## config.mk

```make
export PLATFORM = sky130hd
export DESIGN_NAME = photon_efficiency_filter
export DESIGN_NICKNAME = d
export VERILOG_FILES = /design/src/hw/rtl/pef_pkg.sv /design/src/hw/rtl/photon_efficiency_filter.sv /design/src/hw/rtl/pef_ram.sv /design/src/hw/rtl/pef_arith.sv
export SDC_FILE = /design/constraint.sdc
export NUM_CORES = 1
export LEC_CHECK = 0
export BUFFER_PORTS_ARGS = -buffer_cell sky130_fd_sc_hd__buf_4
export CORE_ASPECT_RATIO = 0.6
export CORE_MARGIN = 5
export CORE_UTILIZATION = 61
export CTS_CLUSTER_SIZE = 14
export DETAILED_ROUTE_END_ITERATION = 7
export GPL_TIMING_DRIVEN = 1
export PLACE_DENSITY = 0.8
export SETUP_SLACK_MARGIN = 0.1
export SKIP_LAST_GASP = 1
export SLEW_MARGIN = 20
export SYNTH_ARGS = -nofsm -noshare
export SYNTH_HDL_FRONTEND = slang
export SYNTH_SLANG_ARGS = --single-unit
export TNS_END_PERCENT = 50
```

## constraint.sdc

```tcl
create_clock -name clk -period 5.4 [get_ports clk]
set_clock_uncertainty 0.05 [all_clocks]
set_input_delay 1.08 -clock clk [delete_from_list [all_inputs] [get_ports clk]]
set_output_delay 1.08 -clock clk [all_outputs]
set_load 0.02 [all_outputs]
```

## src/hw/rtl/pef_pkg.sv

```systemverilog
package pef_pkg;

    // Field widths
    localparam int DATA_W  = 16;
    localparam int COUNT_W = 32;
    localparam int PTS_W   = 5;
    localparam int INDEX_W = 4;

    // Serial arithmetic: one bit per cycle over a 16-bit operand
    localparam int STEPS  = DATA_W;
    localparam int STEP_W = $clog2(STEPS);

    // Table depth default
    localparam int DEF_TABLE_POINTS = 16;

    // Configuration register indexes
    localparam int CFG_IDX_W = 2;
    localparam logic [CFG_IDX_W-1:0] REG_MIN_ENERGY     = 2'd0;
    localparam logic [CFG_IDX_W-1:0] REG_MAX_ENERGY     = 2'd1;
    localparam logic [CFG_IDX_W-1:0] REG_COLLECTION_EFF = 2'd2;
    localparam logic [CFG_IDX_W-1:0] REG_POINTS_IN_USE  = 2'd3;

    // Serial unit operations
    localparam logic OP_MUL = 1'b0;
    localparam logic OP_DIV = 1'b1;

    // Control from the sequencer to the serial unit
    typedef struct packed {
        logic start;
        logic op;
    } arith_ctl_t;

endpackage

```

## src/hw/rtl/photon_efficiency_filter.sv

```systemverilog
// Photon efficiency filter. Takes one beat at a time on the input channel:
// a load beat (req_type 0) with an index inside the table writes one
// point of the energy/efficiency table, and a photon particle beat
// (req_type 1) is tested against the energy window and against
// random_value versus interpolated QE times collection efficiency.
// Every beat gives exactly one result beat. Load beats, non-photon
// particles and photons with fewer than two points in use go straight
// to the result; otherwise the table is scanned one point per cycle from
// the table RAM's single read port, and if a segment holds the energy a
// bit-serial unit does the interpolation multiply, the 32/16 divide and
// the collection-efficiency multiply in turn. in_stall is high while a
// beat is in work; a finished result waits in the output register
// without holding off the next input. Counters wrap at 32 bits and the
// window and efficiency loss counters may both count the same photon.
module photon_efficiency_filter #(
    parameter int TABLE_POINTS = pef_pkg::DEF_TABLE_POINTS
) (
    input  logic                              clk,
    input  logic                              rst_n,
    // configuration
    input  logic                              cfg_we,
    input  logic [pef_pkg::CFG_IDX_W-1:0]     cfg_index,
    input  logic [pef_pkg::DATA_W-1:0]        cfg_data,
    // input channel
    input  logic                              in_valid,
    output logic                              in_stall,
    input  logic                              req_type,
    input  logic [pef_pkg::INDEX_W-1:0]       point_index,
    input  logic [pef_pkg::DATA_W-1:0]        point_energy,
    input  logic [pef_pkg::DATA_W-1:0]        point_efficiency,
    input  logic                              is_photon,
    input  logic [pef_pkg::DATA_W-1:0]        photon_energy,
    input  logic [pef_pkg::DATA_W-1:0]        random_value,
    input  logic                              from_primary,
    // output channel
    output logic                              out_valid,
    input  logic                              out_stall,
    output logic                              kill,
    output logic                              out_of_window,
    output logic                              efficiency_reject,
    output logic [pef_pkg::DATA_W-1:0]        acceptance,
    output logic [pef_pkg::COUNT_W-1:0]       window_loss_count,
    output logic [pef_pkg::COUNT_W-1:0]       efficiency_loss_count,
    output logic [pef_pkg::COUNT_W-1:0]       primary_count,
    output logic [pef_pkg::COUNT_W-1:0]       secondary_count
);
    import pef_pkg::*;

    localparam int IDX_W = $clog2(TABLE_POINTS);
    localparam int CW    = $clog2(TABLE_POINTS + 1);
    localparam int NW    = (CW > PTS_W) ? CW : PTS_W;

    localparam logic [2:0] S_IDLE  = 3'd0;
    localparam logic [2:0] S_FETCH = 3'd1;
    localparam logic [2:0] S_SCAN  = 3'd2;
    localparam logic [2:0] S_MUL1  = 3'd3;
    localparam logic [2:0] S_DIV   = 3'd4;
    localparam logic [2:0] S_MUL2  = 3'd5;
    localparam logic [2:0] S_DONE  = 3'd6;

    // configuration registers
    logic [DATA_W-1:0]  min_reg, max_reg, ce_reg;
    logic [PTS_W-1:0]   pu_reg;

    // control
    logic [2:0]         state_reg, state_next;
    logic               start_reg, start_next;
    logic               op_reg, op_next;
    logic               out_valid_reg, out_valid_next;
    logic [COUNT_W-1:0] win_cnt_reg, win_cnt_next;
    logic [COUNT_W-1:0] eff_cnt_reg, eff_cnt_next;
    logic [COUNT_W-1:0] pri_cnt_reg, pri_cnt_next;
    logic [COUNT_W-1:0] sec_cnt_reg, sec_cnt_next;

    // item payload and working registers
    logic               photon_reg, photon_next;
    logic               oow_reg, oow_next;
    logic               prim_reg, prim_next;
    logic [DATA_W-1:0]  e_reg, e_next;
    logic [DATA_W-1:0]  rnd_reg, rnd_next;
    logic [IDX_W-1:0]   addr_reg, addr_next;
    logic [IDX_W-1:0]   cur_reg, cur_next;
    logic [DATA_W-1:0]  prev_e_reg, prev_e_next;
    logic [DATA_W-1:0]  prev_q_reg, prev_q_next;
    logic               up_reg, up_next;
    logic [DATA_W-1:0]  span_reg, span_next;
    logic [DATA_W-1:0]  opa_reg, opa_next;
    logic [2*DATA_W-1:0] opb_reg, opb_next;
    logic [DATA_W-1:0]  accv_reg, accv_next;
    logic               kill_reg, kill_next;
    logic               oow_out_reg, oow_out_next;
    logic               rej_out_reg, rej_out_next;
    logic [DATA_W-1:0]  acc_out_reg, acc_out_next;

    logic               in_acc;
    logic               out_free;
    logic [NW-1:0]      pu_ext;
    logic [NW-1:0]      n_use;
    logic [NW-1:0]      idx_ext;
    logic               load_we;
    logic [2*DATA_W-1:0] ram_rdata;
    logic [DATA_W-1:0]  ram_e, ram_q;
    logic               seg_hit;
    logic               scan_last;
    logic [DATA_W-1:0]  qe;
    logic               rej_now;
    logic               commit;
    arith_ctl_t         arith_ctl;
    logic               arith_done;
    logic [2*DATA_W-1:0] arith_result;

    // handshake
    assign in_stall = (state_reg != S_IDLE);
    assign in_acc   = in_valid && !in_stall;
    assign out_free = !out_valid_reg || !out_stall;

    // points in use, clamped to the table depth
    assign pu_ext = NW'(pu_reg);
    assign n_use  = (pu_ext > NW'(TABLE_POINTS)) ? NW'(TABLE_POINTS) : pu_ext;

    // table write on a load beat with an index inside the table
    assign idx_ext = NW'(point_index);
    assign load_we = in_acc && !req_type && (idx_ext < NW'(TABLE_POINTS));

    pef_ram #(
        .WIDTH (2 * DATA_W),
        .DEPTH (TABLE_POINTS)
    ) u_table (
        .clk   (clk),
        .we    (load_we),
        .waddr (idx_ext[IDX_W-1:0]),
        .wdata ({point_energy, point_efficiency}),
        .raddr (addr_reg),
        .rdata (ram_rdata)
    );

    assign ram_e = ram_rdata[2*DATA_W-1:DATA_W];
    assign ram_q = ram_rdata[DATA_W-1:0];

    // segment test against the previous point
    assign seg_hit   = (e_reg >= prev_e_reg) && (e_reg < ram_e);
    assign scan_last = (NW'(cur_reg) == (n_use - NW'(1)));

    // interpolated QE from the divide quotient
    assign qe = up_reg ? (prev_q_reg + arith_result[DATA_W-1:0])
                       : (prev_q_reg - arith_result[DATA_W-1:0]);

    assign arith_ctl.start = start_reg;
    assign arith_ctl.op    = op_reg;

    pef_arith u_arith (
        .clk    (clk),
        .rst_n  (rst_n),
        .ctl    (arith_ctl),
        .opa    (opa_reg),
        .opb    (opb_reg),
        .done   (arith_done),
        .result (arith_result)
    );

    assign rej_now = photon_reg && (rnd_reg > accv_reg);
    assign commit  = (state_reg == S_DONE) && out_free;

    // sequencer
    always_comb
    begin
        state_next     = state_reg;
        start_next     = 1'b0;
        op_next        = op_reg;
        out_valid_next = out_valid_reg;
        win_cnt_next   = win_cnt_reg;
        eff_cnt_next   = eff_cnt_reg;
        pri_cnt_next   = pri_cnt_reg;
        sec_cnt_next   = sec_cnt_reg;
        photon_next    = photon_reg;
        oow_next       = oow_reg;
        prim_next      = prim_reg;
        e_next         = e_reg;
        rnd_next       = rnd_reg;
        addr_next      = addr_reg;
        cur_next       = cur_reg;
        prev_e_next    = prev_e_reg;
        prev_q_next    = prev_q_reg;
        up_next        = up_reg;
        span_next      = span_reg;
        opa_next       = opa_reg;
        opb_next       = opb_reg;
        accv_next      = accv_reg;
        kill_next      = kill_reg;
        oow_out_next   = oow_out_reg;
        rej_out_next   = rej_out_reg;
        acc_out_next   = acc_out_reg;

        if (out_valid_reg && !out_stall)
        begin
            out_valid_next = 1'b0;
        end

        case (state_reg)
            S_IDLE:
            begin
                if (in_acc)
                begin
                    photon_next = req_type && is_photon;
                    e_next      = photon_energy;
                    rnd_next    = random_value;
                    prim_next   = from_primary;
                    oow_next    = (photon_energy < min_reg) || (photon_energy > max_reg);
                    addr_next   = '0;
                    accv_next   = '0;
                    if (req_type && is_photon && (n_use >= NW'(2)))
                    begin
                        state_next = S_FETCH;
                    end
                    else
                    begin
                        state_next = S_DONE;
                    end
                end
            end
            S_FETCH:
            begin
                addr_next  = addr_reg + IDX_W'(1);
                cur_next   = '0;
                state_next = S_SCAN;
            end
            S_SCAN:
            begin
                addr_next   = addr_reg + IDX_W'(1);
                cur_next    = cur_reg + IDX_W'(1);
                prev_e_next = ram_e;
                prev_q_next = ram_q;
                if ((cur_reg != '0) && seg_hit)
                begin
                    // keep q0 of the matching segment
                    prev_q_next = prev_q_reg;
                    up_next     = (ram_q >= prev_q_reg);
                    span_next   = ram_e - prev_e_reg;
                    opa_next    = (ram_q >= prev_q_reg) ? (ram_q - prev_q_reg)
                                                        : (prev_q_reg - ram_q);
                    opb_next    = {{DATA_W{1'b0}}, e_reg - prev_e_reg};
                    op_next     = OP_MUL;
                    start_next  = 1'b1;
                    state_next  = S_MUL1;
                end
                else if (scan_last)
                begin
                    state_next = S_DONE;
                end
            end
            S_MUL1:
            begin
                if (arith_done)
                begin
                    opa_next   = span_reg;
                    opb_next   = arith_result;
                    op_next    = OP_DIV;
                    start_next = 1'b1;
                    state_next = S_DIV;
                end
            end
            S_DIV:
            begin
                if (arith_done)
                begin
                    opa_next   = ce_reg;
                    opb_next   = {{DATA_W{1'b0}}, qe};
                    op_next    = OP_MUL;
                    start_next = 1'b1;
                    state_next = S_MUL2;
                end
            end
            S_MUL2:
            begin
                if (arith_done)
                begin
                    accv_next  = arith_result[2*DATA_W-1:DATA_W];
                    state_next = S_DONE;
                end
            end
            S_DONE:
            begin
                if (out_free)
                begin
                    kill_next      = (photon_reg && oow_reg) || rej_now;
                    oow_out_next   = photon_reg && oow_reg;
                    rej_out_next   = rej_now;
                    acc_out_next   = accv_reg;
                    out_valid_next = 1'b1;
                    if (photon_reg)
                    begin
                        if (oow_reg)
                        begin
                            win_cnt_next = win_cnt_reg + COUNT_W'(1);
                        end
                        if (rej_now)
                        begin
                            eff_cnt_next = eff_cnt_reg + COUNT_W'(1);
                        end
                        if (prim_reg)
                        begin
                            pri_cnt_next = pri_cnt_reg + COUNT_W'(1);
                        end
                        else
                        begin
                            sec_cnt_next = sec_cnt_reg + COUNT_W'(1);
                        end
                    end
                    state_next = S_IDLE;
                end
            end
            default:
            begin
                state_next = S_IDLE;
            end
        endcase
    end

    // control state
    always_ff @(posedge clk or negedge rst_n)
    begin
        if (!rst_n)
        begin
            state_reg     <= S_IDLE;
            start_reg     <= 1'b0;
            out_valid_reg <= 1'b0;
            win_cnt_reg   <= '0;
            eff_cnt_reg   <= '0;
            pri_cnt_reg   <= '0;
            sec_cnt_reg   <= '0;
        end
        else
        begin
            state_reg     <= state_next;
            start_reg     <= start_next;
            out_valid_reg <= out_valid_next;
            win_cnt_reg   <= win_cnt_next;
            eff_cnt_reg   <= eff_cnt_next;
            pri_cnt_reg   <= pri_cnt_next;
            sec_cnt_reg   <= sec_cnt_next;
        end
    end

    // configuration writes
    always_ff @(posedge clk or negedge rst_n)
    begin
        if (!rst_n)
        begin
            min_reg <= '0;
            max_reg <= '1;
            ce_reg  <= '1;
            pu_reg  <= '0;
        end
        else if (cfg_we)
        begin
            case (cfg_index)
                REG_MIN_ENERGY:     min_reg <= cfg_data;
                REG_MAX_ENERGY:     max_reg <= cfg_data;
                REG_COLLECTION_EFF: ce_reg  <= cfg_data;
                REG_POINTS_IN_USE:  pu_reg  <= cfg_data[PTS_W-1:0];
                default:            pu_reg  <= pu_reg;
            endcase
        end
    end

    // payload and working registers
    always_ff @(posedge clk)
    begin
        op_reg      <= op_next;
        photon_reg  <= photon_next;
        oow_reg     <= oow_next;
        prim_reg    <= prim_next;
        e_reg       <= e_next;
        rnd_reg     <= rnd_next;
        addr_reg    <= addr_next;
        cur_reg     <= cur_next;
        prev_e_reg  <= prev_e_next;
        prev_q_reg  <= prev_q_next;
        up_reg      <= up_next;
        span_reg    <= span_next;
        opa_reg     <= opa_next;
        opb_reg     <= opb_next;
        accv_reg    <= accv_next;
        kill_reg    <= kill_next;
        oow_out_reg <= oow_out_next;
        rej_out_reg <= rej_out_next;
        acc_out_reg <= acc_out_next;
    end

    // outputs
    assign out_valid             = out_valid_reg;
    assign kill                  = kill_reg;
    assign out_of_window         = oow_out_reg;
    assign efficiency_reject     = rej_out_reg;
    assign acceptance            = acc_out_reg;
    assign window_loss_count     = win_cnt_reg;
    assign efficiency_loss_count = eff_cnt_reg;
    assign primary_count         = pri_cnt_reg;
    assign secondary_count       = sec_cnt_reg;

    // Checks
    a_counters_on_commit: assert property (@(posedge clk) disable iff (!rst_n)
        !commit |=> $stable(win_cnt_reg) && $stable(eff_cnt_reg)
                    && $stable(pri_cnt_reg) && $stable(sec_cnt_reg))
        else $error("counter changed outside a result commit");

    a_parent_counted_once: assert property (@(posedge clk) disable iff (!rst_n)
        commit && photon_reg |=> ((pri_cnt_reg != $past(pri_cnt_reg))
                                  != (sec_cnt_reg != $past(sec_cnt_reg))))
        else $error("photon parent not counted exactly once");

    a_kill_from_causes: assert property (@(posedge clk) disable iff (!rst_n)
        out_valid_reg |-> (kill_reg == (oow_out_reg || rej_out_reg)))
        else $error("kill does not match its causes");

    a_arith_only_in_math: assert property (@(posedge clk) disable iff (!rst_n)
        arith_done |-> (state_reg == S_MUL1) || (state_reg == S_DIV)
                       || (state_reg == S_MUL2))
        else $error("serial unit finished outside an arithmetic phase");

endmodule

```

## src/hw/rtl/pef_ram.sv

```systemverilog
module pef_ram #(
    parameter int WIDTH = 32,
    parameter int DEPTH = 16
) (
    input  logic                     clk,
    input  logic                     we,
    input  logic [$clog2(DEPTH)-1:0] waddr,
    input  logic [WIDTH-1:0]         wdata,
    input  logic [$clog2(DEPTH)-1:0] raddr,
    output logic [WIDTH-1:0]         rdata
);

    logic [WIDTH-1:0] mem_reg [DEPTH];
    logic [WIDTH-1:0] rdata_reg;

    // One write port, one registered read port
    always_ff @(posedge clk)
    begin
        if (we)
        begin
            mem_reg[waddr] <= wdata;
        end
        rdata_reg <= mem_reg[raddr];
    end

    assign rdata = rdata_reg;

endmodule

```

## src/hw/rtl/pef_arith.sv

```systemverilog
// Bit-serial 16x16 shift-add multiplier and 32/16 restoring divider
// sharing one 32-bit working register. The divide assumes the quotient
// fits in 16 bits (upper half of the dividend below the divisor).
module pef_arith (
    input  logic                              clk,
    input  logic                              rst_n,
    input  pef_pkg::arith_ctl_t               ctl,
    input  logic [pef_pkg::DATA_W-1:0]        opa,
    input  logic [2*pef_pkg::DATA_W-1:0]      opb,
    output logic                              done,
    output logic [2*pef_pkg::DATA_W-1:0]      result
);
    import pef_pkg::*;

    logic                  busy_reg, busy_next;
    logic                  done_reg, done_next;
    logic                  op_reg, op_next;
    logic [STEP_W-1:0]     cnt_reg, cnt_next;
    logic [2*DATA_W-1:0]   acc_reg, acc_next;

    logic [DATA_W:0]       mul_sum;
    logic [DATA_W:0]       div_trial;
    logic                  div_ge;
    logic [DATA_W:0]       div_diff;

    // One multiply step: add multiplicand on the low bit, shift right
    assign mul_sum = {1'b0, acc_reg[2*DATA_W-1:DATA_W]}
                   + (acc_reg[0] ? {1'b0, opa} : '0);

    // One divide step: shift in next dividend bit, trial subtract
    assign div_trial = {acc_reg[2*DATA_W-1:DATA_W], acc_reg[DATA_W-1]};
    assign div_ge    = (div_trial >= {1'b0, opa});
    assign div_diff  = div_trial - {1'b0, opa};

    always_comb
    begin
        busy_next = busy_reg;
        done_next = 1'b0;
        op_next   = op_reg;
        cnt_next  = cnt_reg;
        acc_next  = acc_reg;
        if (ctl.start)
        begin
            busy_next = 1'b1;
            op_next   = ctl.op;
            cnt_next  = '0;
            acc_next  = opb;
        end
        else if (busy_reg)
        begin
            if (op_reg == OP_DIV)
            begin
                acc_next = {(div_ge ? div_diff[DATA_W-1:0] : div_trial[DATA_W-1:0]),
                            acc_reg[DATA_W-2:0], div_ge};
            end
            else
            begin
                acc_next = {mul_sum, acc_reg[DATA_W-1:1]};
            end
            cnt_next = cnt_reg + STEP_W'(1);
            if (cnt_reg == STEP_W'(STEPS - 1))
            begin
                busy_next = 1'b0;
                done_next = 1'b1;
            end
        end
    end

    always_ff @(posedge clk or negedge rst_n)
    begin
        if (!rst_n)
        begin
            busy_reg <= 1'b0;
            done_reg <= 1'b0;
        end
        else
        begin
            busy_reg <= busy_next;
            done_reg <= done_next;
        end
    end

    always_ff @(posedge clk)
    begin
        op_reg  <= op_next;
        cnt_reg <= cnt_next;
        acc_reg <= acc_next;
    end

    assign done   = done_reg;
    assign result = acc_reg;

    // Checks
    a_no_start_busy: assert property (@(posedge clk) disable iff (!rst_n)
        ctl.start |-> !busy_reg)
        else $error("serial unit started while busy");

    a_done_after_busy: assert property (@(posedge clk) disable iff (!rst_n)
        done_reg |-> $past(busy_reg) && !busy_reg)
        else $error("done without a running operation");

    a_busy_ends_in_done: assert property (@(posedge clk) disable iff (!rst_n)
        busy_reg && !ctl.start && cnt_reg == STEP_W'(STEPS - 1) |=> done_reg)
        else $error("last step did not raise done");

endmodule
```

Word level (Yosys, flattened, before mapping):

Memories as Yosys holds them, arrays and structs flattened. A register that Yosys moved wholly into a read port is not among the register bits.
Cells that the tools add are included.

* flip-flop bits (word level): 401
* RAM bits: 512
* input bits: 94
* output and inout port bits: 149
* word-level logic and storage cells: 175
* memories kept: 1

* add/sub/neg operators: 16
* $lt $le $gt $ge: 10
* equality and inequality tests: 18
* mux-type cells: 49
* bitwise logic cells: 2
* reduce and logical (&&, ||, !) cells: 44

Memory list
* u_table.mem_reg: words 16, bits a word 32, read ports 1, clocked after Yosys merged registers in 1, wr ports 1, RTL line pef_ram.sv:13 `logic [WIDTH-1:0] mem_reg [DEPTH];`

Operator list (number)
* $mux W32: 6
* $mux W16: 9
* $add A32 B1 Y32 const B: 4
* $pmux W32 S3: 1
* $sub A16 B16 Y16: 6
* $pmux W16 S3: 1
* $ge A16 B16 Y1: 2
* $gt A16 B16 Y1: 2
* $lt A16 B16 Y1: 2
* $pmux W16 S2: 1
* $mux W3: 8
* $pmux W3 S7: 1
* $reduce_and A4 Y1: 5
* $reduce_and A2 Y1: 9
* $add A16 B16 Y17: 1
* $ge A17 B16 Y1: 1
* $add A16 B16 Y16: 1
* $mux W1: 16
* $pmux W4 S2: 2
* $add A4 B1 Y4 const B: 3
* $logic_and A1 B1 Y1: 10
* $eq A3 B3 Y1 const B: 3
* $reduce_bool A2 Y1: 4
* $eq A3 B2 Y1 const B: 2
* other kinds (26): 39

Logic depth before layout (Yosys ltp):

* depth after elaboration: 7
* mapped depth: 15
* mapped depth without buffers: 14

By module:

A second synthesis with hierarchy kept.

* cells, all modules: 3046
* area total of the unflattened synthesis: 43224.0 sq um

By module, submodules not included
* pef_ram: times used 1, cells each 838, area each 19835.3 sq um, seq. area each 16015.4 sq um
* photon_efficiency_filter: times used 1, cells each 1810, area each 19740.2 sq um, seq. area each 9979.6 sq um
* pef_arith: times used 1, cells each 398, area each 3648.5 sq um, seq. area each 1121.1 sq um

Least setup slack after synthesis:

No wires, ideal clock.

* kind: input to register
* from: in req_type
* to: mem u_table.mem_reg[0][0], enable pin
* library setup time: 0.461 ns
* arrival: 3.892 ns
* data required time: 4.889 ns
* slack: 0.997 ns
* stages: 2
* buffers on the path: 0
* cells stage by stage: or4_1 -> nor3_1

* cells in the longest elaborated chain, start to end: 5

RTL lines
* start, declared: RTL line photon_efficiency_filter.sv:27 `input logic req_type,`
* $logic_not A1 Y1: RTL line photon_efficiency_filter.sv:123 `assign load_we = in_acc && !req_type && (idx_ext < NW'(TABLE_POINTS));`
* $logic_and A1 B1 Y1 (2 in series): RTL line photon_efficiency_filter.sv:123
* $mux W1: RTL line pef_ram.sv:19 `if (we)`
* $mux W1 (not written as such): RTL line pef_ram.sv:21 `mem_reg[waddr] <= wdata;`
* end, declared: RTL line pef_ram.sv:13

Every way passes these cells.

Final worst setup path:

* from: reg prev_e_reg[0]
* to: reg opb_reg[11], enable pin

* cells in the longest elaborated chain, start to end: 5

RTL lines
* start, declared: RTL line photon_efficiency_filter.sv:83 `logic [DATA_W-1:0] prev_e_reg, prev_e_next;`
* start signal, assigned: RTL line photon_efficiency_filter.sv:377 `prev_e_reg <= prev_e_next;`
* $ge A16 B16 Y1: RTL line photon_efficiency_filter.sv:141 `assign seg_hit = (e_reg >= prev_e_reg) && (e_reg < ram_e);`
* $logic_and A1 B1 Y1: RTL line photon_efficiency_filter.sv:141
* $logic_and A1 B1 Y1: RTL line photon_efficiency_filter.sv:233 `if ((cur_reg != '0) && seg_hit)`
* $ne A2 B2 Y1 (no source line)
* $reduce_and A4 Y1 (no source line)
* end signal, assigned: RTL line photon_efficiency_filter.sv:382 `opb_reg <= opb_next;`
* end, declared: RTL line photon_efficiency_filter.sv:88 `logic [2*DATA_W-1:0] opb_reg, opb_next;`

Every way passes these cells.
A chain may end at the register's enable or synchronous reset.

==> out/metrics.cfg <==
[outcome]
status = finished, final reports clean

[synth]
post_synth_fa_ha_maj_area_fraction_pct = 5.72
mappedNetlistNets = 3189
synth_largest_area_cell = edfxtp_1
postSynthAreaPerCell_um2 = 14.8
post-synth-top-count-cell = edfxtp_1
ys.warnings.count = 0
synthDominantCellAreaShare_pct = 50.4
synth_cell_types = 90
netlist_top_cells_count = edfxtp_1 (721), ha_1 (185), inv_1 (172)
flop_and_latch_count_out_of_synthesis = 945
sequential_area_share_after_synthesis_pct = 63.2
synth.mux.area_fraction_pct = 10.5
dominantRegCellSynth = edfxtp_1
synth-compound-area-share_pct = 6.20
synth-xor-area-share_pct = 4.51
cell_area_synth_um2 = 42900
main_combinational_cell_family_by_area_after_synthesis = multiplexers
synth-edff-count = 721
yosys-top-cells-area = edfxtp_1 (50%), dfrtp_1 (9.1%), mux4_2 (8.4%)
area_fraction_in_and_or_nand_and_nor_cells_after_synthesis_pct = 7.44
synth-async-reset-ratio_pct = 19.9
syn_inst = 2903

[power_and_ir_drop]
sequentialPowerShare_pct = 37.1
power.net_switching_mw = 9.83
power_density_nw_per_um2 = 553
power.share.switching_pct = 36.4
ir_drop_mv = 0.462
clockPowerShare_pct = 22.6
p_leak_nw = 18.8
p_int_mw = 17.1
p_comb_share_pct = 40.3

[timing]
maxClockFrequency_mhz = 257
setup_slack_ps = 1500
post-route-period-util_pct = 72.2
final-max-slew-violation-count = 0
worstMarginPinSlew_ps = 1180
slew_headroom_pct = 20.6
final.min_clock_period_ps = 3900
tns_ps = 0
endpoints_failing_hold = 0
finalSetupViolations = 0
rsz0062_at_grt = no

[die]
dieHeight_um = 215
fp.dieW_um = 352
die_area_um2 = 75900
initial_utilization_pct = 61.5
coreArea_um2 = 69800
top_level_ports = 243
core.rowCount = 75

[worst_hold_path]
min_path_type = primary input to async pin

[cells_and_area]
finalNonFillerCells = 4179
areaGrowthSynthToFinish_pct = 13.8
layout_cells_sized_above_1_pct = 21.4
largest_reg_flops = 512
final_nets = 3467

[placement]
gp_congestion = 0.975
pre_cts_ws_ps = 1590
total_of_buffers_placed_on_input_and_output_ports = 242
place.detailed.instances = 4017
place.detailed.hpwl_um = 70400

[cts]
clock_path_buffers = 3
clock_insertion_delay_worst_skew_ps = 660
number_of_buffers_created_by_cts = 85
ctsHoldBuffers = 0
htree_levels = 3
post_cts_resize_count = 0
cts_num_sinks = 945
postCtsSetupBuffers = 0
tritoncts = built
cts.reportedPaths.clkPinSlew_ps = 70
cts_root_buf = clkbuf_16

[critical_path]
crit_required_ps = 5630
worst-setup-path-type = flip-flop to flip-flop
critPathMostFrequentCell = buf_4
cell_by_cell_listing_of_the_critical_path = ha_1 -> fa_1 -> nor2b_1 -> o21ai_0 -> a21boi_1 -> o2111ai_1 -> and2_1 -> o311ai_1 -> o211ai_1 -> nor2_1 -> buf_4 -> a21o_2 -> buf_4
cp_data_arrival_time_ps = 4130
critPathMaxStageDelay_ps = 560
critPathMaxFanout = 49
reg2reg_setup_slack_ps = 1500
crit_path_buf_inv_count = 2
end_kind = flip-flop
worst-r2r-cell-count = 13
worst_setup_path_start_kind = flip-flop
timing.critical_path.max_delay_family = compound AO/OA/AOI/OAI gates
crit_path_top_delay_cell = buf_4
reg2reg_from = prev_e_reg[0]
reg2reg_to = opb_reg[11]

[route]
routed-via-count = 26203
wirelength_routed_um = 105000
dr.first_iter.drc_count = 2902
routedWlPerCell_um = 25.1
drc_errors = 0
detail-route-antenna-nets = 0
drt-pass1-iter-count = 6
vias_per_cell = 6.27

[global_route]
first_global_vias = 26219
grt_pass1_wl_um = 160000
antenna_violations_before_repair = 4
grt_max_degree = 189
grt_overflow = 0
global_route.usage.total_pct = 27.6

[flow_run]
timing.max_cap.violations = 0

==> cell usage in the layout, fill, tap and decap left out, drive strengths merged, types with 48 or more instances in the layout <==
| cell | instances |
|---|---|
| inv | 178 |
| o21ai | 124 |
| clkbuf | 143 |
| nand3 | 75 |
| dfrtp | 156 |
| a21oi | 93 |
| mux4 | 160 |
| and2 | 49 |
| nand2 | 138 |
| xnor2 | 150 |
| edfxtp | 721 |
| buf | 280 |
| xor2 | 71 |
| mux2 | 48 |
| nor2 | 134 |
| ha | 185 |
==> cell families (layout without fill, tap and decap cells) <==
family	after synthesis	in the layout
adder cells (fa/ha/maj)	192	192
buffers and inverters	265	616
AND/OR/NAND/NOR	625	625
other	0	1
flip-flops	945	945
multiplexers	246	246
XOR/XNOR	221	221
AO/OA/AOI/OAI	409	409
==> stage by stage <==
stage                     hold slack, ps  utilization (%)  instance area [um2]  power [mW]
after detailed placement             365             65.9                46000        20.7
after global routing                 368             69.9                48800        28.4
after floorplan                      350                -                42900        17.5
final                                344             69.9                48800        27.0
after global placement               351             65.9                46000        20.4
after CTS                            381             69.9                48800        26.8
==> final cells by class <==
class,count,area (um2)
clock inverters,18,236
flip-flops and latches,945,27100
multi-input cells,1693,14900
repair buffers,281,2170
clock buffers,142,2590
fillers,4539,21000
inverters,175,662
well taps,924,1160
diodes,1,2.50
==> metal layers <==
metal  part of all wire, %  vias to the layer above  global-route usage (%)  wire, um
met4                   2.4                        2                    6.50      2560
met2                    44                     1266                    40.4     46500
met1                    42                    13250                    41.0     44500
met3                    11                      173                    8.91     11600
li1                      -                    11512                       -         -
met5                 0.012                        -                       0        13
==> worst max path at each step <==
stage / start / endpoint / slack [ps] / cells after the start
after floorplan: req_type / u_table.mem_reg[0][0] / 1000 / 2
after global placement: u_arith.result[0] / opb_reg[15] / 1670 / 13
after detailed placement: prev_e_reg[0] / opb_reg[10] / 1590 / 13
after CTS: prev_e_reg[0] / opb_reg[8] / 1550 / 13
after global routing: u_arith.result[0] / opb_reg[12] / 1160 / 14
final: prev_e_reg[0] / opb_reg[11] / 1500 / 13
==> power groups by stage <==
stage | registers [mW] | logic (mW) | clock network, mW
floorplan | 9.81 | 7.66 | 0
global placement | 10.1 | 10.3 | 0
detailed placement | 10.1 | 10.6 | 0
CTS | 9.98 | 10.7 | 6.16
global route | 10.1 | 11.8 | 6.50
finish | 10.0 | 10.9 | 6.09
==> worst register-to-register path, delay by kind of cell (launching register included) <==
kind,cells,cell delay (ps)
and+or+nand+nor,3,450
AOI/OAI and AO/OA,6,1110
adders and majority gates,2,640
buffers and inverters,2,830
DFF,1,420
Power figures use the tool's default switching activity.
